[config.mk]
export PLATFORM = sky130hd
export DESIGN_NAME = seven_segment_tenths_formatter
export DESIGN_NICKNAME = d
export VERILOG_FILES = /design/src/hw/rtl/sstf_pkg.sv /design/src/hw/rtl/seven_segment_tenths_formatter.sv
export SDC_FILE = /design/constraint.sdc
export NUM_CORES = 1
export LEC_CHECK = 0
export ABC_AREA = 1
export BUFFER_PORTS_ARGS = -buffer_cell sky130_fd_sc_hd__buf_2
export CAP_MARGIN = 20
export CORE_ASPECT_RATIO = 0.9
export CORE_UTILIZATION = 65
export CTS_CLUSTER_DIAMETER = 30
export DETAILED_ROUTE_END_ITERATION = 10
export GPL_TIMING_DRIVEN = 0
export PLACE_DENSITY = 0.85
export SLEW_MARGIN = 25
export SYNTH_ARGS = -nofsm -noshare
export SYNTH_HDL_FRONTEND = slang
export SYNTH_SLANG_ARGS = --single-unit
[constraint.sdc]
create_clock -name clk -period 15.2 [get_ports clk]
set_input_delay 0.76 -clock clk [delete_from_list [all_inputs] [get_ports clk]]
set_output_delay 0.76 -clock clk [all_outputs]
set_load 0.1 [all_outputs]
[src/hw/rtl/sstf_pkg.sv]
// Shared constants, glyph codes and the glyph segment table for the tenths formatter.
package sstf_pkg;

  localparam int ValueW = 20;
  localparam int MagW   = 17;
  localparam int NumW   = 14;

  localparam logic signed [ValueW-1:0] HiLimit   = 20'sd99995;
  localparam logic signed [ValueW-1:0] LoLimit   = -20'sd9995;
  localparam logic signed [ValueW-1:0] WholeHi   = 20'sd1999;
  localparam logic signed [ValueW-1:0] WholeLo   = -20'sd99;

  localparam logic [1:0] MARK_C = 2'd1;
  localparam logic [1:0] MARK_F = 2'd2;

  typedef logic [3:0] glyph_t;

  localparam glyph_t GLYPH_ZERO  = 4'd0;
  localparam glyph_t GLYPH_H     = 4'd10;
  localparam glyph_t GLYPH_I     = 4'd11;
  localparam glyph_t GLYPH_L     = 4'd12;
  localparam glyph_t GLYPH_O     = 4'd13;
  localparam glyph_t GLYPH_BLANK = 4'd14;

  // bit k = segment k+1: top, upper right, lower right, bottom, lower left, upper left, middle
  function automatic logic [6:0] glyph_mask(input glyph_t g);
    logic [6:0] m;
    begin
      case (g)
        4'd0:     m = 7'h3F;
        4'd1:     m = 7'h06;
        4'd2:     m = 7'h5B;
        4'd3:     m = 7'h4F;
        4'd4:     m = 7'h66;
        4'd5:     m = 7'h6D;
        4'd6:     m = 7'h7D;
        4'd7:     m = 7'h07;
        4'd8:     m = 7'h7F;
        4'd9:     m = 7'h6F;
        GLYPH_H:  m = 7'h76;
        GLYPH_I:  m = 7'h10;
        GLYPH_L:  m = 7'h38;
        GLYPH_O:  m = 7'h5C;
        default:  m = 7'h00;
      endcase
      return m;
    end
  endfunction

endpackage

[src/hw/rtl/seven_segment_tenths_formatter.sv]
// Three-digit seven-segment formatter: signed tenths reading to display buffer segment bytes.
//
// Takes one item per clock while the output is not stalled and shows each result on the
// outputs in the order accepted. Five register stages carry the work: range classify and
// rounding add, divide by ten, digit split by reciprocal multiplies, last
// digit remainders and glyph selection, and segment placement into the output
// register. A stalled output holds each stage that is full while empty stages
// keep filling; a one-item skid buffer at the input keeps in_ready a register.
module seven_segment_tenths_formatter
  import sstf_pkg::*;
(
  input  logic                     clk,
  input  logic                     rst,
  input  logic                     in_valid,
  output logic                     in_ready,
  input  logic signed [ValueW-1:0] value,
  input  logic [1:0]               unit_mark,
  output logic                     out_valid,
  input  logic                     out_ready,
  output logic                     leading_one,
  output logic [7:0]               segs_b2,
  output logic [7:0]               segs_b3,
  output logic [7:0]               segs_b4
);

  typedef struct packed {
    logic       hi;
    logic       lo;
    logic       neg;
    logic       point;
    logic [1:0] mark;
  } flags_t;

  // input skid
  logic                     skid_valid;
  logic signed [ValueW-1:0] skid_value;
  logic [1:0]               skid_mark;
  logic                     src_valid;
  logic signed [ValueW-1:0] src_value;
  logic [1:0]               src_mark;

  // stage registers
  logic              v1, v2, v3, v4;
  flags_t            f1, f2, f3, f4;
  logic [MagW-1:0]   m1;
  logic              div1;
  logic [NumW-1:0]   n2;
  logic [3:0]        units3;
  logic [9:0]        q10_3;
  logic [6:0]        q100_3;
  logic              lead3, showh3, showt3;
  logic              lead4;
  glyph_t            gh4, gt4, gu4;

  logic en1, en2, en3, en4, en5;

  // stage 1 combinational
  flags_t                   f1_next;
  logic signed [ValueW-1:0] mag_full;
  logic [MagW-1:0]          mag;
  logic                     whole;

  // stage 2 combinational
  logic [32:0] p10_2;

  // stage 3 combinational
  logic [32:0] p10_3;
  logic [29:0] p100_3;
  logic [9:0]  q10_next;
  logic [6:0]  q100_next;
  logic [NumW-1:0] ten_q10;

  // stage 4 combinational
  logic [17:0] p1000_4;
  logic [3:0]  q1000_next;
  logic [9:0]  ten_q100;
  logic [6:0]  ten_q1000;
  logic [3:0]  tens_next, hund_next;
  logic        special4;

  // stage 5 combinational
  logic [6:0] mh, mt, mu;

  assign en5 = !out_valid || out_ready;
  assign en4 = !v4 || en5;
  assign en3 = !v3 || en4;
  assign en2 = !v2 || en3;
  assign en1 = !v1 || en2;

  assign in_ready  = !skid_valid;
  assign src_valid = skid_valid || in_valid;
  assign src_value = skid_valid ? skid_value : value;
  assign src_mark  = skid_valid ? skid_mark : unit_mark;

  always_ff @(posedge clk) begin
    if (rst) begin
      skid_valid <= 1'b0;
    end else if (skid_valid && en1) begin
      skid_valid <= 1'b0;
    end else if (!skid_valid && in_valid && !en1) begin
      skid_valid <= 1'b1;
    end
    if (!skid_valid && in_valid && !en1) begin
      skid_value <= value;
      skid_mark  <= unit_mark;
    end
  end

  // stage 1: classify, magnitude, rounding offset
  always_comb begin
    f1_next.hi    = src_value > HiLimit;
    f1_next.lo    = src_value < LoLimit;
    f1_next.neg   = src_value[ValueW-1];
    whole         = (src_value > WholeHi) || (src_value < WholeLo);
    f1_next.point = !whole;
    f1_next.mark  = src_mark;
    mag_full      = f1_next.neg ? -src_value : src_value;
    mag           = mag_full[MagW-1:0];
  end

  always_ff @(posedge clk) begin
    if (rst) begin
      v1 <= 1'b0;
    end else if (en1) begin
      v1 <= src_valid;
    end
    if (en1) begin
      f1   <= f1_next;
      div1 <= whole;
      m1   <= whole ? mag + MagW'(5) : mag;
    end
  end

  // stage 2: (m+5)/10 for whole-unit readings
  assign p10_2 = 33'(m1) * 33'd52429;

  always_ff @(posedge clk) begin
    if (rst) begin
      v2 <= 1'b0;
    end else if (en2) begin
      v2 <= v1;
    end
    if (en2) begin
      f2 <= f1;
      n2 <= div1 ? p10_2[32:19] : m1[NumW-1:0];
    end
  end

  // stage 3: n/10, n/100, units
  always_comb begin
    p10_3     = 33'(n2) * 33'd52429;
    p100_3    = 30'(n2) * 30'd41944;
    q10_next  = p10_3[28:19];
    q100_next = p100_3[28:22];
    ten_q10   = (NumW'(q10_next) << 3) + (NumW'(q10_next) << 1);
  end

  always_ff @(posedge clk) begin
    if (rst) begin
      v3 <= 1'b0;
    end else if (en3) begin
      v3 <= v2;
    end
    if (en3) begin
      f3     <= f2;
      q10_3  <= q10_next;
      q100_3 <= q100_next;
      units3 <= 4'(n2 - ten_q10);
      lead3  <= n2 > NumW'(999);
      showh3 <= n2 > NumW'(99);
      showt3 <= n2 > NumW'(9);
    end
  end

  // stage 4: tens and hundreds digits, glyph selection
  always_comb begin
    p1000_4    = 18'(q100_3) * 18'd205;
    q1000_next = p1000_4[14:11];
    ten_q100   = (10'(q100_3) << 3) + (10'(q100_3) << 1);
    ten_q1000  = (7'(q1000_next) << 3) + (7'(q1000_next) << 1);
    tens_next  = 4'(q10_3 - ten_q100);
    hund_next  = 4'(q100_3 - ten_q1000);
    special4   = f3.hi || f3.lo;
  end

  always_ff @(posedge clk) begin
    if (rst) begin
      v4 <= 1'b0;
    end else if (en4) begin
      v4 <= v3;
    end
    if (en4) begin
      f4.hi    <= f3.hi;
      f4.lo    <= f3.lo;
      f4.neg   <= f3.neg && !special4;
      f4.point <= f3.point && !special4;
      f4.mark  <= f3.mark;
      lead4    <= lead3 && !special4;
      if (f3.hi) begin
        gh4 <= GLYPH_H;
        gt4 <= GLYPH_I;
        gu4 <= GLYPH_BLANK;
      end else if (f3.lo) begin
        gh4 <= GLYPH_L;
        gt4 <= GLYPH_O;
        gu4 <= GLYPH_BLANK;
      end else begin
        gh4 <= showh3 ? hund_next : GLYPH_BLANK;
        gt4 <= showt3 ? tens_next : GLYPH_ZERO;
        gu4 <= units3;
      end
    end
  end

  // stage 5: segment placement
  assign mh = glyph_mask(gh4);
  assign mt = glyph_mask(gt4);
  assign mu = glyph_mask(gu4);

  always_ff @(posedge clk) begin
    if (rst) begin
      out_valid <= 1'b0;
    end else if (en5) begin
      out_valid <= v4;
    end
    if (en5) begin
      leading_one <= lead4;
      segs_b2 <= {mt[5], mh[2], mh[1], mh[3], mh[6] | f4.neg, mh[0], mh[4], mh[5]};
      segs_b3 <= {mu[5], f4.point, mt[2], mt[1], mt[3], mt[6], mt[0], mt[4]};
      segs_b4 <= {f4.mark == MARK_F, f4.mark == MARK_C,
                  mu[2], mu[1], mu[3], mu[6], mu[0], mu[4]};
    end
  end

endmodule

## Word-level counts from Yosys, hierarchy flattened

Memory sizes are Yosys's and may differ from the RTL's. A register that Yosys moved wholly into a read port is not among the register bits.
Cells that the tools add are included.

| word-level totals | value |
|---|---|
| register bits after elaboration | 138 |
| bits in latches | 0 |
| memory bits (writable) | 0 |
| bits in read-only memories | 336 |
| memories kept | 3 |

| operators by class | value |
|---|---|
| add/sub/neg operators | 8 |
| $mul | 4 |
| divide/modulo/power cells | 0 |
| $lt $le $gt $ge | 7 |
| eq/ne operators | 2 |
| shifts and indexed selects | 0 |
| multiplexer cells | 9 |
| bitwise gates (word level) | 2 |
| reductions and logical operators | 26 |

Memory list:

| memory | depth | width | read ports | clocked after memory_dff | write ports | line | RTL |
|---|---|---|---|---|---|---|---|
| (name not given) | 16 | 7 | 1 | 0 | 0 | sstf_pkg.sv:29 | `case (g)` |
| (name not given) | 16 | 7 | 1 | 1 | 0 | sstf_pkg.sv:29 |  |
| (name not given) | 16 | 7 | 1 | 1 | 0 | sstf_pkg.sv:29 |  |

Operators with widths:

| kind | number |
|---|---|
| two-way mux 17 bit | 2 |
| multiplier 17 x 16 -> 33 bit, second input constant | 1 |
| multiplier 14 x 13 -> 26 bit, second input constant | 1 |
| multiplier 14 x 16 -> 23 bit, second input constant | 1 |
| greater-than comparator 20 x 12 -> 1 bit, second input constant | 1 |
| greater-than comparator 20 x 18 -> 1 bit, second input constant | 1 |
| less-than comparator 20 x 15 -> 1 bit, second input constant | 1 |
| less-than comparator 20 x 8 -> 1 bit, second input constant | 1 |
| two-way mux 20 bit | 1 |
| adder 17 x 3 -> 17 bit, second input constant | 1 |
| negation 17 bit | 1 |
| greater-than comparator 14 x 10 -> 1 bit, second input constant | 1 |
| greater-than comparator 14 x 4 -> 1 bit, second input constant | 1 |
| greater-than comparator 14 x 7 -> 1 bit, second input constant | 1 |
| multiplier 7 x 8 -> 14 bit, second input constant | 1 |
| two-way mux 14 bit | 1 |
| adder 4 bit | 3 |
| subtractor 4 bit | 3 |
| logical NOT 1 bit | 9 |
| two-way mux 3 bit | 3 |
| logical OR 1 bit | 8 |
| logical AND 1 bit | 6 |
| two-way mux 4 bit | 1 |
| OR reduction 2 bit | 2 |
| other kinds (6) | 6 |

## Logic depth before layout (Yosys ltp)

| depth | value |
|---|---|
| word-level depth | 8 |
| mapped depth | 27 |
| depth with buffers taken out | 27 |

## Worst setup path before layout

OpenSTA, ideal clock, no wires.

| timing path | value |
|---|---|
| path type | flip-flop to flip-flop |
| start | register n2[12] |
| end | register units3[3] (data pin) |
| arrival time | 5.360 ns |
| required time | 14.947 ns |
| setup slack | 9.587 ns |
| stages on the path, launching flop included | 25 |
| buffers on the path | 0 |
| period minus slack after synthesis | 5.613 ns |
| path through | edfxtp_1 inv_1 ha_1 fa_1 inv_1 fa_1 fa_1 inv_1 fa_1 inv_1 fa_1 inv_1 ha_1 nand2_1 nor4_1 nand4_1 nand3_1 xor2_1 ha_1 xnor2_1 inv_1 nand2_1 nand2_1 nand3_1 nand2_1 |

| on the way | value |
|---|---|
| word-level cells in the longest chain between the ends | 3 |

Ends and longest elaborated chain:

| element | line | RTL |
|---|---|---|
| start: declaration | seven_segment_tenths_formatter.sv:47 | `logic [NumW-1:0] n2;` |
| start signal: assignment | seven_segment_tenths_formatter.sv:145 | `n2 <= div1 ? p10_2[32:19] : m1[NumW-1:0];` |
| multiplier 14 x 16 -> 23 bit | seven_segment_tenths_formatter.sv:151 | `p10_3 = 33'(n2) * 33'd52429;` |
| net p10_3[20] | seven_segment_tenths_formatter.sv:67 | `logic [32:0] p10_3;` |
| adder 4 bit | seven_segment_tenths_formatter.sv:155 | `ten_q10 = (NumW'(q10_next) << 3) + (NumW'(q10_next) << 1);` |
| subtractor 4 bit | seven_segment_tenths_formatter.sv:168 | `units3 <= 4'(n2 - ten_q10);` |
| end signal: assignment | seven_segment_tenths_formatter.sv:168 |  |
| end: declaration | seven_segment_tenths_formatter.sv:48 | `logic [3:0] units3;` |

The timed path passes the listed nets, and every way through them passes these cells.
A chain may end at the register's enable or synchronous reset.

## Final worst setup path

Ends and elaborated chain as after synthesis.

==> flow_summary.ini <==
[global_route]
grt_use_total = 0.323
grt_pass1_vias = 15800
grt_remaining_overflow = 0
grt_max_degree = 28
antenna_found_initial = 0
grt_pass1_wl_um = 77600

[final_layout]
antenna_cells = 0
area_delta_synth_final_pct = 7.14
mostFrequentLayoutCells = inv_1 (535), ha_1 (381), nand2_1 (374), fa_1 (206), nor2_1 (138)
fillers = 2307
fin_cells = 2732
final_nets = 2929
drive_above_1_share = 0.0601
final_common_cell = inv_1

[sta]
setup_viol = 0
slew_headroom = 0.363
timing_hold_violations_final = 0
min_period_ns = 6.85
finalCritPeriodShare = 0.451
rsz0062_at_grt = false
tightest_slew_ns = 0.949
max_freq_mhz = 146
maxSlewViolCount = 0
whs_ns = 0.418
tns_ns = 0
fin_skew_ns = 0.0109

[worst_hold_path]
hold_class = reg -> reg

[routing]
wl_met2_um = 22500
detail_route.iter0.violations = 1400
vias = 15400
wirelength_um = 47500
wl_met3_um = 3360
routed.top_layer = met4
drt-met1-wl_um = 19900
drt_first_pass_iters = 6
drt-vias-per-instance = 5.62
detail_route.wl_per_cell_um = 17.4
drc_errors = 0
ant_nets = 0

[place]
port_buffers = 52
dp_cells = 2700
dp_hpwl_um = 39200
place_congestion = 0.974

[worst_setup_path]
cp.required_ns = 15.39
worstSetupStartpointType = flop
cpMostUsedCell = inv_1
endpoint_kind = flop
critPathMaxStageDelay_ns = 0.68
crit_path_max_fanout = 9
critical_path_class = reg -> reg
cpMaxStageDelayCell = edfxtp_1
path_cells = inv_1 -> ha_1 -> fa_1 -> inv_1 -> fa_1 -> fa_1 -> inv_1 -> fa_1 -> inv_1 -> fa_1 -> inv_1 -> ha_1 -> nand2_1 -> nor4_1 -> nand4_1 -> nand3_1 -> xor2_1 -> ha_1 -> xnor2_1 -> inv_1 -> nand2_1 -> nand2_1 -> nand3_1 -> nand2_1
worstPathArrival_ns = 7.04

[die]
start_util = 0.662
pin_count = 53
die_y_um = 167
fp.dieArea_um2 = 31100
core_um2 = 29900
die_w_um = 186
rows = 60

[clocking]
cts_hold_buf = 0
clock-root-buffer = clkbuf_16
cts_setup_buffers = 0
h-tree-depth = 4
worstSkewPairLatency_ns = 0.44
cts_sinks = 138
cts_tree = yes
path_clk_slew_ns = 0.06
cts_buffers = 17
clock_path_buffers = 2
cts_resized = 0

[status]
status = complete, no violations

[synthesis]
syn_area_um2 = 19800
synth_edf_count = 132
ys.flop_type = edfxtp_1
yosysWarnings = 0
postSynthCellCount = 2244
ys_ff_latch = 138
yosysUniqueCellTypes = 44
async_reset_ff_frac = 0
syn-num-nets = 2857
avgSynthCellArea_um2 = 8.81
seq_area_frac_synth = 0.207

[run]
cap_violations = 0
-- logic make-up after synthesis --
logic type               share of synthesized area
AND/OR/NAND/NOR                              0.151
adder cells (fa/ha/maj)                      0.450
buffers and inverters                        0.107
AO/OA/AOI/OAI                               0.0645
flip-flops                                   0.207
XOR/XNOR                                    0.0213
-- metrics by stage --
step	utilization	setup WS (ns)	area, um2
after detailed placement	0.688	8.55	20500
after global placement	0.687	8.56	20500
after CTS	0.709	8.50	21200
final	0.709	8.35	21200
after floorplan	-	9.59	19800
after global routing	0.709	8.03	21200
-- cells in the mapped netlist, types with 7 or more instances --
master	n	share of area
a21o_1	17	0.0065
a21oi_1	93	0.024
a31oi_1	7	0.0022
edfxtp_1	132	0.20
fa_1	206	0.21
ha_1	381	0.24
inv_1	537	0.10
inv_2	8	0.0015
nand2_1	375	0.071
nand2_2	11	0.0035
nand3_1	91	0.023
nand4_1	23	0.0073
nor2_1	139	0.026
nor3_1	19	0.0048
o21ai_0	50	0.013
o21ai_1	7	0.0018
o21bai_1	15	0.0057
or2_2	10	0.0032
xnor2_1	16	0.0071
xor2_1	32	0.014
-- routing by layer --
layer,track usage,up-vias
met4,0.114,0
met5,0,-
met3,0.0720,112
met1,0.415,7388
li1,-,7296
met2,0.534,566
-- sequential cells by signal (all words and copies together) (netlist names), 2 cells and up --
name	cells
f1	6
f2	6
f3	6
f4	4
gh4	4
gt4	4
gu4	4
m1	17
n2	14
q100_3	7
q10_3	4
segs_b2	8
segs_b3	8
segs_b4	8
skid_mark	2
skid_value	20
units3	4
-- cell type report --
type / count / area (um2) / share of cell area
clock inverters: 15 / 205 / 0.00969
inverters: 545 / 2050 / 0.0966
repair buffers: 53 / 272 / 0.0128
clock buffers: 17 / 425 / 0.0201
multi-input cells: 1550 / 13600 / 0.641
well taps: 403 / 504 / 0.0238
flip-flops and latches: 138 / 4080 / 0.193
plain buffers: 11 / 77.6 / 0.00366
-- critical path: cells and delay by family, from the launching register on --
family / cells / cell delay, ns
adders and majority gates: 8 / 3.55
and+or+nand+nor: 8 / 1.23
DFF: 1 / 0.68
xor gates and xnor gates: 2 / 0.60
buffers and inverters: 6 / 0.54
-- worst paths after layout --
path         startpoint   endpoint  cells after the start  slack (ns)
max reg2reg      n2[12]  units3[3]                     24        8.35
min reg2reg       f1[3]      f2[3]                      0        0.42
max              n2[12]  units3[3]                     24        8.35
min               f1[3]      f2[3]                      0        0.42
Power is not shown: default switching activity piles up to over one toggle a cycle in this logic, so the estimate is an artifact.
